===== config.mk =====
export PLATFORM = sky130hd
export DESIGN_NAME = ptpa_cordic
export DESIGN_NICKNAME = d
export VERILOG_FILES = /design/src/design/ptpa_pkg.sv /design/src/design/ptpa_cordic_cell.sv /design/src/design/ptpa_cordic.sv
export SDC_FILE = /design/constraint.sdc
export NUM_CORES = 2
export LEC_CHECK = 0
export BUFFER_PORTS_ARGS = -buffer_cell sky130_fd_sc_hd__buf_2
export CAP_MARGIN = 20
export CORE_MARGIN = 8
export CORE_UTILIZATION = 60
export DETAILED_ROUTE_END_ITERATION = 10
export GPL_ROUTABILITY_DRIVEN = 0
export GPL_TIMING_DRIVEN = 0
export HOLD_SLACK_MARGIN = 0.05
export PLACE_DENSITY = 0.76
export SLEW_MARGIN = 40
export SYNTH_ARGS = -nofsm -noshare
export SYNTH_HDL_FRONTEND = slang
export SYNTH_SLANG_ARGS = --single-unit

===== constraint.sdc =====
create_clock -name aclk -period 5.4 [get_ports aclk]
set_clock_uncertainty 0.2 [all_clocks]
set_input_delay 0.27 -clock aclk [delete_from_list [all_inputs] [get_ports aclk]]
set_output_delay 0.27 -clock aclk [all_outputs]
set_load 0.01 [all_outputs]

===== src/design/ptpa_pkg.sv =====
`timescale 1ns / 1ps
package ptpa_pkg;
    localparam int IN_TDATA_W  = 192;
    localparam int OUT_TDATA_W = 32;
    localparam int FIELD_W     = 16;
    localparam int PAN_W       = 14;
    localparam int TILT_W      = 15;

    // angle accumulator in 2^-16 degree
    localparam int ZW         = 26;
    localparam int FRAC_SHIFT = 10;
    localparam int AW         = ZW - FRAC_SHIFT;
    localparam int FW         = 18;
    localparam int TABLE_LEN  = 24;

    localparam logic signed [ZW-1:0] MICRO_ANGLE [TABLE_LEN] = '{
        26'sd2949120, 26'sd1740967, 26'sd919879, 26'sd466945, 26'sd234379,
        26'sd117304, 26'sd58666, 26'sd29335, 26'sd14668, 26'sd7334,
        26'sd3667, 26'sd1833, 26'sd917, 26'sd458, 26'sd229, 26'sd115,
        26'sd57, 26'sd29, 26'sd14, 26'sd7, 26'sd4, 26'sd2, 26'sd1, 26'sd0
    };
    localparam logic signed [ZW-1:0] QUARTER_FINE = 26'sd5898240;
    localparam logic signed [ZW-1:0] ROUND_HALF   = 26'sd512;
    localparam logic signed [FW-1:0] HALF_TURN    = 18'sd11520;
    localparam logic signed [FW-1:0] QUARTER_TURN = 18'sd5760;
endpackage


===== src/design/ptpa_cordic_cell.sv =====
`timescale 1ns / 1ps
module ptpa_cordic_cell import ptpa_pkg::*; #(
    parameter int XW = 19,
    parameter int I  = 0
) (
    input  logic                 aclk,
    input  logic                 en,
    input  logic signed [XW-1:0] x_in,
    input  logic signed [XW-1:0] y_in,
    input  logic signed [ZW-1:0] z_in,
    output logic signed [XW-1:0] x_out,
    output logic signed [XW-1:0] y_out,
    output logic signed [ZW-1:0] z_out
);
    logic signed [XW-1:0] dx, dy;
    logic signed [XW-1:0] x_reg, y_reg;
    logic signed [ZW-1:0] z_reg;

    assign dx = y_in >>> I;
    assign dy = x_in >>> I;

    always_ff @(posedge aclk) begin
        if (en) begin
            if (!y_in[XW-1]) begin
                x_reg <= x_in + dx;
                y_reg <= y_in - dy;
                z_reg <= z_in + MICRO_ANGLE[I];
            end else begin
                x_reg <= x_in - dx;
                y_reg <= y_in + dy;
                z_reg <= z_in - MICRO_ANGLE[I];
            end
        end
    end

    assign x_out = x_reg;
    assign y_out = y_reg;
    assign z_out = z_reg;
endmodule


===== src/design/ptpa_cordic.sv =====
`timescale 1ns / 1ps
// atan2(y, x): quarter-turn pre-rotation register, then a row of vectoring cells
module ptpa_cordic import ptpa_pkg::*; #(
    parameter int W      = 16,
    parameter int STAGES = 16
) (
    input  logic                 aclk,
    input  logic                 en,
    input  logic signed [W:0]    y_in,
    input  logic signed [W:0]    x_in,
    output logic signed [ZW-1:0] z_out,
    output logic                 zero_out
);
    localparam int XW = W + 3;

    logic signed [XW-1:0] xe, ye, x0, y0;
    logic signed [ZW-1:0] z0;
    logic signed [XW-1:0] xs [STAGES+1];
    logic signed [XW-1:0] ys [STAGES+1];
    logic signed [ZW-1:0] zs [STAGES+1];
    logic                 zero_reg [STAGES+1];
    logic signed [XW-1:0] x_reg, y_reg;
    logic signed [ZW-1:0] z_reg;

    assign xe = {{2{x_in[W]}}, x_in};
    assign ye = {{2{y_in[W]}}, y_in};

    always_comb begin
        x0 = xe;
        y0 = ye;
        z0 = '0;
        if (x_in[W]) begin
            if (!y_in[W]) begin
                x0 = ye;
                y0 = -xe;
                z0 = QUARTER_FINE;
            end else begin
                x0 = -ye;
                y0 = xe;
                z0 = -QUARTER_FINE;
            end
        end
    end

    always_ff @(posedge aclk) begin
        if (en) begin
            x_reg       <= x0;
            y_reg       <= y0;
            z_reg       <= z0;
            zero_reg[0] <= (x_in == '0) && (y_in == '0);
            for (int i = 0; i < STAGES; i++) begin
                zero_reg[i+1] <= zero_reg[i];
            end
        end
    end

    assign xs[0] = x_reg;
    assign ys[0] = y_reg;
    assign zs[0] = z_reg;

    for (genvar g = 0; g < STAGES; g++) begin : g_cell
        ptpa_cordic_cell #(.XW(XW), .I(g)) u_cell (
            .aclk (aclk),
            .en   (en),
            .x_in (xs[g]),
            .y_in (ys[g]),
            .z_in (zs[g]),
            .x_out(xs[g+1]),
            .y_out(ys[g+1]),
            .z_out(zs[g+1])
        );
    end

    assign z_out    = zs[STAGES];
    assign zero_out = zero_reg[STAGES];
endmodule


* Word-level counts from Yosys, hierarchy flattened
Memory sizes are Yosys's and may differ from the RTL's.
Index checks and enable logic that the tools add are counted.
** Word-level totals
- Register bits after elaboration :: 1031
- Logic and storage cells :: 197
- Output and inout port bits :: 27
- Bits in writable memories :: 17
- Memories :: 1
** Memories
- zero_reg :: depth 17, width 1, rd ports 17, clocked after memory_dff 0, wr ports 17, line ptpa_cordic.sv:21 : logic zero_reg [STAGES+1];
** Operators by class
- Reductions and logical operators :: 4
- Add/sub/neg operators :: 91
- Mux-type cells :: 52
** Operator list (count)
- $mux W19 :: 31
- $mux W26 :: 17
- $add A19 B10 Y19 :: 2
- $add A19 B11 Y19 :: 2
- $add A19 B12 Y19 :: 2
- $add A19 B13 Y19 :: 2
- $add A19 B14 Y19 :: 2
- $add A19 B15 Y19 :: 2
- $add A19 B16 Y19 :: 2
- $add A19 B17 Y19 :: 2
- $add A19 B18 Y19 :: 2
- $add A19 B6 Y19 :: 2
- $add A19 B7 Y19 :: 2
- $add A19 B8 Y19 :: 2
- $add A19 B9 Y19 :: 2
- $neg A17 Y19 :: 2
- $sub A19 B10 Y19 :: 2
- $sub A19 B11 Y19 :: 2
- $sub A19 B12 Y19 :: 2
- $sub A19 B13 Y19 :: 2
- $sub A19 B14 Y19 :: 2
- $sub A19 B15 Y19 :: 2
- $sub A19 B16 Y19 :: 2
- $sub A19 B17 Y19 :: 2
- other kinds (46) :: 55

* Longest topological paths before layout
- Depth after elaboration :: 3
- Gate-level depth with buffers :: 17
- Gate-level depth less buffers :: 17

* Hierarchy
From an unflattened synthesis, not the netlist that was laid out.
** Second synthesis, totals
- Cell total of the unflattened synthesis :: 9263
- Area total of the unflattened synthesis :: 90337.9 um2
** By module, submodules not included
- ptpa_cordic_cell at g_cell[2].u_cell :: area an instance 5889.4 um2, sequential area each 1921.8 um2, instances 1, cells an instance 624
- ptpa_cordic_cell at g_cell[4].u_cell :: area an instance 5743.0 um2, sequential area each 1921.8 um2, instances 1, cells an instance 607
- ptpa_cordic_cell at g_cell[10].u_cell :: area an instance 5660.4 um2, sequential area each 1921.8 um2, instances 1, cells an instance 599
- ptpa_cordic_cell at g_cell[3].u_cell :: area an instance 5654.2 um2, sequential area each 1921.8 um2, instances 1, cells an instance 583
- ptpa_cordic_cell at g_cell[6].u_cell :: area an instance 5571.6 um2, sequential area each 1921.8 um2, instances 1, cells an instance 573
- ptpa_cordic_cell at g_cell[13].u_cell :: area an instance 5561.6 um2, sequential area each 1921.8 um2, instances 1, cells an instance 595
- ptpa_cordic_cell at g_cell[12].u_cell :: area an instance 5541.6 um2, sequential area each 1921.8 um2, instances 1, cells an instance 575
- ptpa_cordic_cell at g_cell[1].u_cell :: area an instance 5527.8 um2, sequential area each 1921.8 um2, instances 1, cells an instance 564
- ptpa_cordic_cell at g_cell[7].u_cell :: area an instance 5447.7 um2, sequential area each 1921.8 um2, instances 1, cells an instance 553
- ptpa_cordic_cell at g_cell[15].u_cell :: area an instance 5425.2 um2, sequential area each 1921.8 um2, instances 1, cells an instance 544
- ptpa_cordic_cell at g_cell[0].u_cell :: area an instance 5372.7 um2, sequential area each 1891.8 um2, instances 1, cells an instance 562
- ptpa_cordic_cell at g_cell[5].u_cell :: area an instance 5341.4 um2, sequential area each 1921.8 um2, instances 1, cells an instance 550
- ptpa_cordic_cell at g_cell[14].u_cell :: area an instance 5325.1 um2, sequential area each 1921.8 um2, instances 1, cells an instance 546
- ptpa_cordic_cell at g_cell[9].u_cell :: area an instance 5191.2 um2, sequential area each 1921.8 um2, instances 1, cells an instance 525
- +3 rows

* Worst setup path after synthesis
No wires, ideal clock.
- Path kind :: reg-to-reg
- Start point :: register g_cell[2].u_cell.y_reg[18]
- End point :: register g_cell[3].u_cell.y_reg[18], data pin
- Arrival :: 3.719 ns
- Required time :: 4.938 ns
- Cell stages (with the launch flop) :: 15
- Library setup time :: 0.262 ns
- Path slack :: 1.218 ns
- Clock period less this slack :: 4.182 ns
- Cell sequence :: edfxtp_1 > clkbuf_1 > clkbuf_1 > nor2_1 > xor2_1 > ha_1 > a21o_1 > a21oi_1 > o21a_1 > o31ai_1 > a31o_2 > a2111o_1 > a31oi_1 > o21ai_0 > xor2_1
** On the way
- Cells in the longest elaborated chain, start to end :: 2
- Elaborated cells on any way between the ends :: 3
- Those cells by class :: add/sub (2); mux (1)
** Ends and longest elaborated chain
- start: declaration :: line ptpa_cordic_cell.sv:16 : logic signed [XW-1:0] x_reg, y_reg;
- start signal: assignment :: line ptpa_cordic_cell.sv:26 : y_reg <= y_in - dy;
- start signal: assignment :: line ptpa_cordic_cell.sv:30 : y_reg <= y_in + dy;
- $sub A19 B16 Y19 or $add A19 B16 Y19 (tied branches) :: line ptpa_cordic_cell.sv:26, ptpa_cordic_cell.sv:30
- $mux W19 * :: line ptpa_cordic_cell.sv:24 : if (!y_in[XW-1]) begin
- end signal: assignment :: line ptpa_cordic_cell.sv:26
- end signal: assignment :: line ptpa_cordic_cell.sv:30
- end: declaration :: line ptpa_cordic_cell.sv:16
Mark *: on every way between the ends. The rest lies on a longest branch, timed or not.
A chain may end at the register's enable or synchronous reset.

* Worst setup path after layout
- Start point :: register g_cell[11].u_cell.y_reg[18]
- End point :: register g_cell[12].u_cell.x_reg[18], data pin
** On the way
- Cells in the longest elaborated chain, start to end :: 2
- Elaborated cells on any way between the ends :: 3
- Those cells by class :: add/sub (2); mux (1)
** Ends and longest elaborated chain
- start: declaration :: line ptpa_cordic_cell.sv:16
- start signal: assignment :: line ptpa_cordic_cell.sv:26
- start signal: assignment :: line ptpa_cordic_cell.sv:30
- $add A19 B7 Y19 or $sub A19 B7 Y19 (tied branches) :: line ptpa_cordic_cell.sv:25, ptpa_cordic_cell.sv:29
- $mux W19 * :: line ptpa_cordic_cell.sv:24
- end signal: assignment :: line ptpa_cordic_cell.sv:25 : x_reg <= x_in + dx;
- end signal: assignment :: line ptpa_cordic_cell.sv:29 : x_reg <= x_in - dx;
- end: declaration :: line ptpa_cordic_cell.sv:16
Marked as above.

==> flow_summary.yaml <==
clock_tree:
  cts_buffers: 105
  clk_latency_ps: 690
  htreeDepth: 3
  path_clk_slew_ps: 60
  cts_sinks: 946
  cts-root-buf: "clkbuf_16"
  tritoncts: "done"
  clockBufferDepth: 3
final_layout:
  final_layout_size_suffix_gt1_share_pct: 4.72
  register_area_sq_mm: 0.0284
  syn_to_final_growth_pct: 9.15
  fin_area_sq_mm: 0.0817
  fill_cells: 9532
  largest_reg_flops: 370
  fin_nets: 8794
  multi_input_area_sq_mm: 0.0445
  diodes: 0
detailed_routing:
  vias_per_cell: 6.08
  wl_per_cell_um: 17.8
  routed_wl_um: 169000
  remaining_drc_errors: 0
  drt_iter0_drc: 4756
  firstDrtPassIters: 8
  ant_nets: 0
  vias: 57807
timing:
  hold_violations: 0
  period_minus_slack_ps: 5120
  tns_ps: 0
  worst_slack_ps: 278
  fin_crit_sh_pct: 94.9
  final_max_slew_viol_count: 0
  rsz0062_at_grt: "no"
  slew-limit-headroom_pct: 41.0
  finalSetupViolations: 0
  tightest_slew_ps: 874
  clock.fmax_ghz: 0.195
yosys:
  syn-cell-area_sq_mm: 0.0748
  yosysWarnings: 0
  async_flop_share_pct: 0
  synth_common_cells: "edfxtp_1 (946), ha_1 (933), a21oi_1 (709)"
  yosys.area.top_type: "edfxtp_1"
  yosysSeqAreaShare_pct: 38.0
  post-synth-top-count-cell: "edfxtp_1"
  synthFlopType: "edfxtp_1"
  syn_avg_cell_area_sq_um: 9.92
  synth-edff-count: 946
  synth_top_area_share_pct: 38.0
  synth-seq-cells: 946
  syn_inst: 7543
  synth_cell_type_count: 88
  synthTopCellsByArea: "edfxtp_1 (38%), ha_1 (16%), xnor2_1 (7.9%)"
global_routing:
  grt_max_degree: 116
  antenna_found_initial: 0
  grt_pass1_vias: 55469
  grt_pass1_wl_um: 274000
  grtUsageTotal_pct: 23.8
  grt_overflow: 0
floorplanning:
  rows: 129
  die_area_sq_mm: 0.136
  coreArea_sq_mm: 0.124
  initial_core_util_pct: 60.4
  die_y_um: 369
  pin_count: 63
  fp.dieW_um: 369
setup_path:
  worstSetupPathType: "reg -> reg"
  cp_data_required_time_ps: 5620
  endpoint_kind: "register"
  critical_path.startpoint_type: "register"
  crit_fanout: 11
  arrival_ps: 5340
flow_run:
  max_cap_viol_count: 0
placement:
  placed_cell_area_sq_mm: 0.0775
  hpwl_um: 130000
  pre_cts_ws_ps: -52.1
  port_buffers: 61
outcome:
  status: "finished, final reports clean"
min_path:
  hold_path.class: "in -> reg"
metrics by stage:
stage	hold slack [ps]	instances	util, %
floorplan	169	7545	-
global placement	201	9243	62.4
detailed placement	206	9255	62.6
CTS	161	9509	65.9
global route	212	9511	66.0
finish	196	9511	66.0
what timing repair did:
action	in CTS	in global routing
endpoints found under the hold margin	70	0
setup buffers	1	0
endpoints found under the setup margin	3	19
gates resized for setup	1	9
hold buffers	58	0
cloned	0	0
pin swaps	0	0
worst paths after layout:
kind                                                               to  cells past startpoint  slack [ps]                             startpoint
worst max register to register  g_cell[12].u_cell.x_out[18]$_DFFE_PP_                     14         280  g_cell[11].u_cell.y_out[18]$_DFFE_PP_
worst min-delay path                          z_reg[17]$_SDFFCE_PN0P_                      2         200                               x_in[16]
worst min register to register              zero_reg[0][16]$_DFFE_PP_                      0         210              zero_reg[0][15]$_DFFE_PP_
worst max-delay path            g_cell[12].u_cell.x_out[18]$_DFFE_PP_                     14         280  g_cell[11].u_cell.y_out[18]$_DFFE_PP_
layout by cell type (no fill, tap or decap), types with 40 or more instances in the layout:
master           n
xnor2_1        671
edfxtp_1       946
clkbuf_16      107
a21oi_1        709
buf_2           62
a21o_1         258
nor3_1         240
nor4_1          42
nand2b_1        84
or3_1           65
nand3_1        139
ha_1           933
nor2b_1        113
clkbuf_1        85
o21bai_1        99
and2_1          47
and3_1          83
nand2_1        364
nor2_1         695
a31oi_1         85
nand4_1         50
xor2_1         336
dlygate4sd3_1   58
inv_1          417
o21ai_0        340
o21a_1         112
o211ai_1        40
a211oi_1        42
critical path: stages, from the launching register on:
cell       delay, ps
edfxtp_1         720
clkbuf_2         430
clkbuf_1         410
nor2_1           120
xnor2_1          310
ha_1             330
a21o_1           200
a21oi_1          220
nor2b_1           90
o31a_1           310
a2111oi_0        610
o21ai_0          300
a31o_2           300
a21oi_1          170
xnor2_1          120
metal layers:
layer  vias to the layer above  global-route usage [%]  wire length, um
li1                      28409                       -                -
met4                         0                    7.72             5150
met5                         -                       0                0
met3                       351                    3.13            10300
met1                     27273                    31.0            73000
met2                      1774                    41.3            80800
area by class of cell:
class / count / share of cell area, %
multi-input cells: 6084 / 54.5
flip-flops and latches: 946 / 34.8
clock buffers: 124 / 3.36
well taps: 1637 / 2.51
inverters: 421 / 1.94
repair buffers: 135 / 1.51
clock inverters: 71 / 0.934
plain buffers: 93 / 0.440
cells by family (layout without fill, tap and decap cells):
group / Yosys count / count (layout) / share of synthesized area (%)
buf+inv: 515 / 844 / 2.59
fa+ha+maj: 972 / 972 / 16.6
simple gates: 2027 / 2027 / 12.9
compound gates: 2012 / 2012 / 17.2
mux: 63 / 63 / 0.893
xor+xnor: 1007 / 1007 / 11.8
other cells: 1 / 3 / 0.00501
flops: 946 / 946 / 38.0
Power is not shown: default switching activity piles up to over one toggle a cycle in this logic, so the estimate is an artifact.
