<file path="config.mk">
export PLATFORM = sky130hd
export DESIGN_NAME = ptpa_sqrt_cell
export DESIGN_NICKNAME = d
export VERILOG_FILES = /design/src/design/ptpa_sqrt_cell.sv
export SDC_FILE = /design/constraint.sdc
export NUM_CORES = 1
export LEC_CHECK = 0
export BUFFER_PORTS_ARGS = -buffer_cell sky130_fd_sc_hd__buf_2
export CORE_ASPECT_RATIO = 0.8
export CORE_MARGIN = 1.5
export CORE_UTILIZATION = 40
export DETAILED_ROUTE_END_ITERATION = 12
export PLACE_DENSITY = 0.72
export REMOVE_ABC_BUFFERS = 1
export SYNTH_ARGS = -nofsm -noshare
export SYNTH_HDL_FRONTEND = slang
export SYNTH_SLANG_ARGS = --single-unit
</file>
<file path="constraint.sdc">
create_clock -name aclk -period 5.45 [get_ports aclk]
set_input_delay 1.09 -clock aclk [delete_from_list [all_inputs] [get_ports aclk]]
set_output_delay 1.09 -clock aclk [all_outputs]
set_load 0.05 [all_outputs]
</file>
<file path="src/design/ptpa_sqrt_cell.sv">
`timescale 1ns / 1ps
// one result bit of the integer square root, remainder form
module ptpa_sqrt_cell #(
    parameter int W = 16,
    parameter int K = 0
) (
    input  logic           aclk,
    input  logic           en,
    input  logic [2*W:0]   rem_in,
    input  logic [W-1:0]   root_in,
    output logic [2*W:0]   rem_out,
    output logic [W-1:0]   root_out
);
    logic [2*W:0] trial;
    logic [2*W:0] rem_reg;
    logic [W-1:0] root_reg;

    // (r + 2^K)^2 - r^2
    assign trial = ({{(W+1){1'b0}}, root_in} << (K + 1)) + ((2*W+1)'(1) << (2 * K));

    always_ff @(posedge aclk) begin
        if (en) begin
            if (rem_in >= trial) begin
                rem_reg  <= rem_in - trial;
                root_reg <= root_in | (W'(1) << K);
            end else begin
                rem_reg  <= rem_in;
                root_reg <= root_in;
            end
        end
    end

    assign rem_out  = rem_reg;
    assign root_out = root_reg;
endmodule

</file>
# [After elaboration in Yosys (flattened, before gate mapping)]
# Cells that the tools add are included.
[op_classes] addsub=2 n_lt_le_gt_ge=1 muxes=1
[op_table] op="$ge A33 B18 Y1" n=1
[op_table] op="$mux W33" n=1
[op_table] op="$sub A33 B18 Y33" n=1
[op_table] op="$add A17 B1 Y18 const B" n=1
[totals] ff_bits=49 input_bits=51 output_inout_bits=49 word_cells=7

# [Depth between registers and ports, before layout]
# Gate-level depths: netlist of the first run.
[depth] depth_word=3 ltp_mapped=11 mapped_depth_nobuf=10

# [Worst setup path after synthesis of the first run]
# OpenSTA, ideal clock, no wires.
[synth_timing] kind="input-to-reg" startpoint="input root_in[2]" endpoint="register rem_reg[15], in the netlist rem_out[15] (data pin)" setup_time_ns=0.262 arrival_ns=2.851 required_ns=5.188 setup_slack_ns=2.337 cell_stages=9 path_buffers=0 path_cell_list="inv_1 -> ha_1 -> and3_1 -> a211o_1 -> a21bo_2 -> a21oi_1 -> o21ai_0 -> xnor2_1 -> mux2_1"
[synth_between] elab_chain_len=3 elab_cells_between_ends=4 cone_classes="add/sub (2); order compare (1); mux (1)"
[synth_lines] element="from (decl)" line_no="10" source="input logic [W-1:0] root_in,"
[synth_lines] element="$add A17 B1 Y18 (*)" line_no="19" source="assign trial = ({{(W+1){1'b0}}, root_in} << (K + 1)) + ((2*W+1)'(1) << (2 * K));"
[synth_lines] element="$sub A33 B18 Y33 / $ge A33 B18 Y1 (equally long branches)" line_no="24, 23"
[synth_lines] element="$mux W33 (*)" line_no="23" source="if (rem_in >= trial) begin"
[synth_lines] element="to (signal assigned)" line_no="24" source="rem_reg <= rem_in - trial;"
[synth_lines] element="to (signal assigned)" line_no="27" source="rem_reg <= rem_in;"
[synth_lines] element="to (decl)" line_no="15" source="logic [2*W:0] rem_reg;"
# Every way passes the cells marked *; elsewhere a longest branch is shown, timed or not.
# A chain may end at the register's enable or synchronous reset.

# [Worst setup path in the final report of the first run]
[layout_timing] startpoint="input root_in[7]" endpoint="register rem_reg[29], in the netlist rem_out[29] (data pin)"
# The elaborated chain is that of the path after synthesis.

==> results.toml, run 1 <==
[outcome]
status = "complete, no violations"

[synthesis]
yosysSeqAreaShare = 0.495
ys_ff_latch = 49
syn_inst = 280
ys_warn_count = 0
async_reset_ff_frac = 0
synth_top_cell_by_area = "edfxtp_1"
netlist_area_mm2 = 0.00297
avgSynthCellArea_um2 = 10.6
synth_edf_count = 49
netlist.area_leader.share = 0.495
synth_flop_cell = "edfxtp_1"
ys_types = 46
yosys-top-cells-area = "edfxtp_1 (50%), ha_1 (7.2%), xor2_1 (6.2%)"

[sta]
relSlewSlack = 0.258
finalHoldViolCount = 0
fin_crit_ps = 3570
post-route-period-util = 0.656
setup_viol = 0
rsz0062_at_grt = "no"
tns_ps = 0
max_freq_mhz = 280
tightest_slew_ps = 1110
worst_slack_ps = 1880
slew_violations = 0

[die]
dieArea_mm2 = 0.00796
die_x_um = 99.3
start_util = 0.423
core-area_mm2 = 0.00703
fp-row-count = 27
pin_count = 100
dieHeight_um = 80.1

[global_routing]
grt_max_degree = 50
grt_util_met3 = 0.0339
first_global_vias = 2223
antenna_found_initial = 0
grt_usage = 0.174
grt_use_met1 = 0.264
grt_pass1_wl_mm = 10.9
grt_overflow_total = 0
grt_util_met2 = 0.242
busiest_layer = "met1"

[worst_setup_path]
arrival_ps = 3640
cp_max_fo = 32
critPathCaptureType = "flop"
critPathLaunch = "root_in[7]"
crit_required_ps = 5510
critPathKind = "in -> reg"
cp-start-kind = "input port"

[cts]
ctsHoldBuffers = 0
cts_resized = 0
cts.sinks = 49
tritoncts = "done"
cts_max_path_buffers = 2
root_buffer = "clkbuf_8"
cts_max_level = 2
cts-buffers-inserted = 5
clk_pin_slew_worst_paths_ps = 100
cts_setup_buffers = 0

[placement]
hpwl_mm = 5.17
dp.cells = 459
place_ws_ps = 1510
gp_congestion = 0.946
io_buffers = 99

[min_path]
hold_start = "root_in[1]"
hold_path_class = "in -> reg"

[finish]
fillers = 640
finalNonFillerCells = 467
regArea_mm2 = 0.00147
nets = 448
diodes = 0
multiInputGateArea_mm2 = 0.00139
syn_to_final_growth_pct = 22.1
drive_gt1_frac = 0.305

[pwr]
ir_worst_vdd_mv = 0.128
power.leakage_nw = 1.56
p_clk_frac = 0.209
pwr-share-seq = 0.453
switchingPower_mw = 0.394
p_sw_frac = 0.376
power_density_mw_per_mm2 = 289
power_frac_comb = 0.338
p_int_mw = 0.654

[drt]
routedWlPerCell_um = 14.5
drc_errors = 0
via_per_inst = 5.13
wirelength_mm = 6.77
drt_iter0_drc = 129
antenna_left = 0
num_vias = 2394
drtPass1Iterations = 4

[job]
maxCapViolations = 0
==> worst max-delay path: stages <==
cell	delay, ps
buf_2	90
inv_1	40
ha_1	350
a21oi_1	210
o21ai_0	210
a22oi_1	260
o211ai_2	190
nor2_2	840
nor2_1	160
xor2_1	190
==> routing by layer <==
metal / share of wire / vias up
li1: - / 1220
met1: 0.51 / 1077
met2: 0.41 / 85
met3: 0.060 / 12
met4: 0.019 / 0
met5: 0 / -
==> cells in the mapped netlist (2+ instances only) <==
| cell | count |
|---|---|
| a211oi_1 | 3 |
| ha_1 | 17 |
| nand4_1 | 6 |
| nand3_1 | 4 |
| a21oi_1 | 17 |
| nor2_1 | 20 |
| and3_1 | 2 |
| nor4b_1 | 3 |
| xor2_1 | 21 |
| nand2_1 | 29 |
| o21ai_0 | 20 |
| inv_1 | 21 |
| o21bai_1 | 2 |
| or3_4 | 2 |
| a21o_1 | 4 |
| clkbuf_2 | 2 |
| nand2b_1 | 2 |
| o21a_1 | 4 |
| o211ai_2 | 2 |
| nor4_1 | 8 |
| buf_2 | 5 |
| nor3_1 | 4 |
| a211o_1 | 2 |
| nand3b_1 | 2 |
| xnor2_1 | 9 |
| edfxtp_1 | 49 |
==> per-stage QoR <==
stage                     cell area (um^2)  hold slack (ps)  total power [mW]   util
after floorplan                       2940             1190             0.742      -
after global placement                3540             1280             0.833  0.504
after CTS                             3630              954              1.06  0.516
after detailed placement              3540             1280             0.837  0.504
after global routing                  3630              949              1.10  0.516
final                                 3630              959              1.05  0.516
==> power groups by stage <==
stage	combinational, mW	clock (mW)	sequential, mW
floorplan	0.111	0	0.631
global placement	0.349	0	0.484
detailed placement	0.353	0	0.484
CTS	0.354	0.227	0.476
global route	0.378	0.242	0.479
finish	0.354	0.219	0.475
==> worst paths after layout <==
path                       to  slack [ps]  cells past startpoint
setup / recovery  rem_out[29]        1880                     10
hold / removal    root_out[1]         960                      1
==> cell type report <==
cell class / count / area share
clock buffer: 6 / 0.0200
clock inverter: 2 / 0.00380
inverter: 21 / 0.0217
multi-input combinational: 203 / 0.382
sequential: 49 / 0.406
tap: 87 / 0.0300
timing repair buffer: 99 / 0.137
==> sequential cells by signal (all words and copies together) (netlist names) <==
register / count
rem_out: 33
root_out: 16
==> cells by family after synthesis <==
logic type / synth area share
AOI/OAI and AO/OA: 0.137
xor gates and xnor gates: 0.0885
adders and majority gates: 0.0783
buffers and inverters: 0.0383
DFF: 0.495
muxes: 0.00379
and+or+nand+nor: 0.158
==> placed cells by master, fill, tap and decap left out, drive strengths merged, types with 3 or more instances in the layout <==
cell type | netlist | layout
o21ai | 22 | 22
nor2 | 21 | 21
nor4b | 3 | 3
edfxtp | 49 | 49
o211ai | 3 | 3
xor2 | 21 | 21
nand2 | 29 | 29
o21a | 4 | 4
clkbuf | 2 | 6
nor3 | 6 | 6
nand3 | 5 | 5
nand4 | 6 | 6
buf | 5 | 99
a21o | 4 | 4
xnor2 | 9 | 9
inv | 21 | 22
nor4 | 8 | 8
a21oi | 17 | 17
ha | 17 | 17
a211oi | 3 | 3
(Power assumes the default switching activity.)
==> run 2, diff against run 1 <==
--- a/config.mk
+++ b/config.mk
@@ -5,12 +5,13 @@
 export SDC_FILE = /design/constraint.sdc
 export NUM_CORES = 1
 export LEC_CHECK = 0
+export ABC_AREA = 1
 export BUFFER_PORTS_ARGS = -buffer_cell sky130_fd_sc_hd__buf_2
 export CORE_ASPECT_RATIO = 0.8
 export CORE_MARGIN = 1.5
 export CORE_UTILIZATION = 40
 export DETAILED_ROUTE_END_ITERATION = 12
-export PLACE_DENSITY = 0.72
+export PLACE_DENSITY = 0.69
 export REMOVE_ABC_BUFFERS = 1
 export SYNTH_ARGS = -nofsm -noshare
 export SYNTH_HDL_FRONTEND = slang
==> constraint.sdc (replaced) <==
create_clock -name aclk -period 3.5 [get_ports aclk]
set_input_delay 0.7 -clock aclk [delete_from_list [all_inputs] [get_ports aclk]]
set_output_delay 0.7 -clock aclk [all_outputs]
set_load 0.05 [all_outputs]
==> run 2 against run 1 <==
Critical path depth increased by 4. Setup slack got worse by 850 ps. Area after synthesis increased by 27%. Synthesized cell count increased by 84%. Non-clock buffer count increased by 1. Die area increased by 26%. Critical path type unchanged. Critical endpoint is now rem_out[27]. Largest cell class is now multi-input gates.
==> results.toml, run 2 <==
[synthesis]
synth_flop_cell = "edfxtp_1"
ys_warn_count = 0
synth_edf_count = 49
syn_inst = 516
ys_ff_latch = 49
synth_most_common_cell = "nand2_1"
yosysSeqAreaShare = 0.390
synth_top_cell_by_area = "edfxtp_1"
async_reset_ff_frac = 0
netlist.area_leader.share = 0.390
ys_types = 27
synthTopCellsByCount = "nand2_1 (177), inv_1 (91), edfxtp_1 (49)"
yosys-top-cells-area = "edfxtp_1 (39%), nand2_1 (18%), inv_1 (9.0%)"
avgSynthCellArea_um2 = 7.32
netlist_area_mm2 = 0.00377

[global_routing]
grt_pass1_wl_mm = 16.1
grt_overflow_total = 0
grt_usage = 0.202
antenna_found_initial = 0
grt_max_degree = 50
first_global_vias = 3304

[pwr]
power_density_mw_per_mm2 = 412
p_int_mw = 1.16
p_clk_frac = 0.259
switchingPower_mw = 0.707
ir_worst_vdd_mv = 0.219
power.leakage_nw = 2.25
power_frac_comb = 0.345
p_sw_frac = 0.379
pwr-share-seq = 0.395

[sta]
tns_ps = 0
hold_slack_ps = 596
post-route-period-util = 0.707
tightest_slew_ps = 1110
relSlewSlack = 0.259
finalHoldViolCount = 0
slew_violations = 0
max_freq_mhz = 404
rsz0062_at_grt = "no"
fin_crit_ps = 2470
setup_viol = 0

[drt]
drtPass1Iterations = 5
routedWlPerCell_um = 13.6
num_vias = 3533
via_per_inst = 4.81
drt_iter0_drc = 249
drc_errors = 0
wirelength_mm = 9.99
antenna_left = 0

[placement]
io_buffers = 99
hpwl_mm = 8.08
gp_congestion = 0.889
dp.cells = 727
place_area_mm2 = 0.00439

[cts]
clk_pin_slew_worst_paths_ps = 70
cts_setup_buffers = 0
cts_max_path_buffers = 2
ctsHoldBuffers = 0
cts_max_level = 2
root_buffer = "clkbuf_16"
cts.sinks = 49
cts-buffers-inserted = 5
tritoncts = "done"
cts_resized = 0

[die]
dieArea_mm2 = 0.0100
pin_count = 100
start_util = 0.414
die_x_um = 112
dieHeight_um = 89.9
core-area_mm2 = 0.00911
fp-row-count = 31

[finish]
regArea_mm2 = 0.00147
largest_reg_flops = 33
fin_area_mm2 = 0.00453
final_cell_mix = "nand2_1 (177), buf_2 (99), inv_1 (91), edfxtp_1 (49), nand3_1 (41)"
finalNonFillerCells = 735
fillers = 921
diodes = 0
syn_to_final_growth_pct = 20.1
multiInputGateArea_mm2 = 0.00190
nets = 688
mostFrequentLayoutCell = "nand2_1"
drive_gt1_frac = 0.245

[worst_setup_path]
critPathKind = "in -> reg"
crit_required_ps = 3550
cp-start-kind = "input port"
arrival_ps = 2520
cp_max_fo = 23
critPathCaptureType = "flop"

[min_path]
min_to = "root_out[4]"
min_path_cells = 1
hold_path_class = "in -> reg"
hold_start = "root_in[4]"

[job]
maxCapViolations = 0

[outcome]
status = "complete, no violations"
-- run 2: cell type report --
cell class | instances | share of cell area
multi-input combinational | 368 | 0.420
sequential | 49 | 0.325
timing repair buffer | 100 | 0.114
inverter | 95 | 0.0787
tap | 115 | 0.0318
clock buffer | 5 | 0.0276
clock inverter | 3 | 0.00387
-- run 2: routing by layer --
metal,GRT usage,up-vias,share of wire
met1,0.306,1567,0.52
met4,0.0327,0,0.0072
met5,0,-,0
met2,0.303,115,0.41
li1,-,1845,-
met3,0.0384,6,0.065
-- run 2: kinds of logic (layout without fill, tap and decap cells) --
logic type,Yosys count,after routing,synth area share
DFF,49,49,0.390
AOI/OAI and AO/OA,43,43,0.0736
buffers and inverters,99,203,0.106
xor gates and xnor gates,14,14,0.0325
adders and majority gates,18,18,0.0616
and+or+nand+nor,293,293,0.336
-- run 2: worst max-delay path, cell delays in order --
cell and delay (ps):
buf_2 90, inv_1 40, ha_1 320, nand2_1 140
inv_2 50, nand2_1 60, nand2_1 70, inv_1 70
nand3_2 130, nand2_2 150, nand2_2 110, nor2_8 310
buf_12 230, a21oi_1 60
-- run 2: power by group through the flow --
stage / logic, mW / clock network (mW) / registers, mW
floorplan: 0.247 / 0 / 0.979
global placement: 0.639 / 0 / 0.751
detailed placement: 0.644 / 0 / 0.751
CTS: 0.646 / 0.501 / 0.739
global route: 0.696 / 0.517 / 0.745
finish: 0.645 / 0.484 / 0.738
-- run 2: how the worst max path moves through the flow --
stage                   to  cells after the start  slack (ps)        start
4_1_cts        rem_out[27]                     14         990   root_in[7]
3_5_place_dp   root_out[0]                     14         680   root_in[7]
6_report       rem_out[27]                     14        1030   root_in[7]
2_1_floorplan  rem_out[10]                     12        1040   root_in[7]
3_3_place_gp    rem_out[6]                     13         730  root_in[14]
5_1_grt        rem_out[29]                     14         810   root_in[7]
-- run 2: metrics by stage --
step | util | setup WS [ps] | total power, mW
2_1_floorplan | - | 1040 | 1.23
3_3_place_gp | 0.482 | 726 | 1.39
3_5_place_dp | 0.482 | 683 | 1.39
4_1_cts | 0.497 | 994 | 1.89
5_1_grt | 0.497 | 810 | 1.96
6_report | 0.497 | 1030 | 1.87
==> run 3, diff against run 2 <==
--- a/config.mk
+++ b/config.mk
@@ -11,7 +11,7 @@
 export CORE_MARGIN = 1.5
 export CORE_UTILIZATION = 40
 export DETAILED_ROUTE_END_ITERATION = 12
-export PLACE_DENSITY = 0.69
+export PLACE_DENSITY = 0.72
 export REMOVE_ABC_BUFFERS = 1
 export SYNTH_ARGS = -nofsm -noshare
 export SYNTH_HDL_FRONTEND = slang
==> constraint.sdc (replaced) <==
create_clock -name aclk -period 2.1 [get_ports aclk]
set_input_delay 0.42 -clock aclk [delete_from_list [all_inputs] [get_ports aclk]]
set_output_delay 0.42 -clock aclk [all_outputs]
set_load 0.05 [all_outputs]
==> run 3 against run 2 <==
Die area did not move. Global-route usage up 2.0 points. Utilization rose by 9.2 points. Worst hold slack worse by 280 ps. Setup slack worse by 930 ps. Critical endpoint is now rem_out[5]. Sequential share of layout area down 5.1 points. Sequential power increased by 67%. Design area up 18%. Sequential cell count unchanged. Combinational power rose by 97%. Highest routed layer unchanged.
==> results.toml, run 3 (synthesis results as in run 2) <==
[worst_setup_path]
path_buf_inv = 4
critPathKind = "in -> reg"
slowest_stage = "nor2_8"
critPathCaptureType = "flop"
cp-start-kind = "input port"
cp_slowest_stage_delay_ps = 280
arrival_ps = 2050
crit_family = "simple AND/OR/NAND/NOR gates"
cp_common_cell = "nand2_1"
crit_required_ps = 2150
path_cells = "buf_2 > inv_1 > ha_4 > buf_4 > nand2_1 > nand2_1 > nand2_1 > nand2_1 > nand2_1 > nand3_2 > nand2_4 > nand2_2 > nor2_8 > clkbuf_16 > o21ai_2"
cp_max_fo = 8

[die]
dieHeight_um = 89.9
start_util = 0.414
fp-row-count = 31
core-area_mm2 = 0.00911
dieArea_mm2 = 0.0100
pin_count = 100
die_x_um = 112

[finish]
largest_reg_flops = 33
nets = 768
final_cell_mix = "nand2_1 (172), buf_2 (99), inv_1 (91), buf_4 (74), edfxtp_1 (49)"
diodes = 0
mostFrequentLayoutCell = "nand2_1"
drive_gt1_frac = 0.353
syn_to_final_growth_pct = 42.2
finalNonFillerCells = 814
fillers = 833
post-route-util = 0.589

[pwr]
power_frac_comb = 0.371
power.leakage_nw = 2.69
p_int_mw = 2.19
switchingPower_mw = 1.22
p_clk_frac = 0.268
p_sw_frac = 0.359
power_density_mw_per_mm2 = 636
ir_worst_vdd_mv = 0.432
pwr-share-seq = 0.361

[sta]
slew_violations = 0
post-route-period-util = 0.953
finalHoldViolCount = 0
max_freq_mhz = 500
relSlewSlack = 0.769
fin_crit_ps = 2000
tightest_slew_ps = 345
setup_viol = 0

[placement]
io_buffers = 99
hpwl_mm = 8.88
dp.cells = 803
gp_congestion = 0.909

[drt]
routedWlPerCell_um = 13.7
via_per_inst = 4.83
wirelength_mm = 11.1
antenna_left = 0
drt_iter0_drc = 190
num_vias = 3935
drc_errors = 0
drtPass1Iterations = 5

[cts]
clk_pin_slew_worst_paths_ps = 70
tritoncts = "done"
cts.sinks = 49
cts-buffers-inserted = 5
ctsHoldBuffers = 0
cts_max_path_buffers = 2
cts_max_level = 2
root_buffer = "clkbuf_16"

[global_routing]
antenna_found_initial = 0
first_global_vias = 3672
grt_pass1_wl_mm = 17.8
grt_overflow_total = 0
grt_usage = 0.222
grt_max_degree = 50

[min_path]
hold_path_class = "in -> reg"

[job]
maxCapViolations = 0

[outcome]
status = "complete, no violations"
==> run 3: cell types whose count changed in the layout (fill, tap and decap cells not counted), sizes merged <==
cell | before | now
clkinv | 2 | 1
clkinvlp | 1 | 0
bufinv | 0 | 1
clkbuf | 5 | 7
buf | 100 | 178
==> run 3: through the flow <==
stage | cell area [um^2] | hold slack [ps] | setup WS (ps) | total power, mW | TNS [ps]
after floorplan | 3730 | 519 | -76.6 | 2.04 | -598
after global placement | 5000 | 613 | -297 | 2.45 | -7130
after detailed placement | 5000 | 614 | -303 | 2.47 | -7510
after CTS | 5160 | 315 | 50.2 | 3.39 | 0
after global routing | 5370 | 314 | -0.264 | 3.56 | -0.264
final | 5370 | 319 | 98.7 | 3.41 | 0
==> run 3: final timing paths <==
path	startpoint	depth (start not counted)	slack (ps)	to
worst max-delay path	root_in[1]	15	100	rem_out[5]
worst min-delay path	root_in[13]	1	320	root_out[13]
==> run 3: repair_timing <==
item	in CTS	in global routing
endpoints found under the hold margin	0	0
resized for setup	1	20
setup endpoints to repair	1	19
buffers inserted	0	2
gates cloned	0	2
pin swaps	0	2
==> run 3: power by group through the flow <==
stage                     logic (mW)  clock network [mW]  registers, mW
after floorplan                0.412                   0           1.63
final                           1.27               0.914           1.23
after detailed placement        1.22                   0           1.25
after global routing            1.36               0.956           1.24
after global placement          1.20                   0           1.25
after CTS                       1.22               0.929           1.23
==> run 3: metal layers <==
| metal | GRT usage | vias up | part of all wire |
|---|---|---|---|
| met4 | 0.0443 | 0 | 0.011 |
| met2 | 0.347 | 145 | 0.44 |
| li1 | - | 1998 | - |
| met1 | 0.326 | 1780 | 0.49 |
| met3 | 0.0371 | 12 | 0.066 |
| met5 | 0 | - | 0 |
==> run 3: area by class of cell <==
| class | instances | area (um^2) | share of cell area |
|---|---|---|---|
| Clock inverter | 2 | 35.0 | 0.00653 |
| Tap cell | 115 | 144 | 0.0268 |
| Timing Repair Buffer | 180 | 1190 | 0.222 |
| Multi-Input combinational cell | 368 | 2040 | 0.381 |
| Inverter | 95 | 357 | 0.0664 |
| Clock buffer | 5 | 125 | 0.0233 |
| Sequential cell | 49 | 1470 | 0.274 |
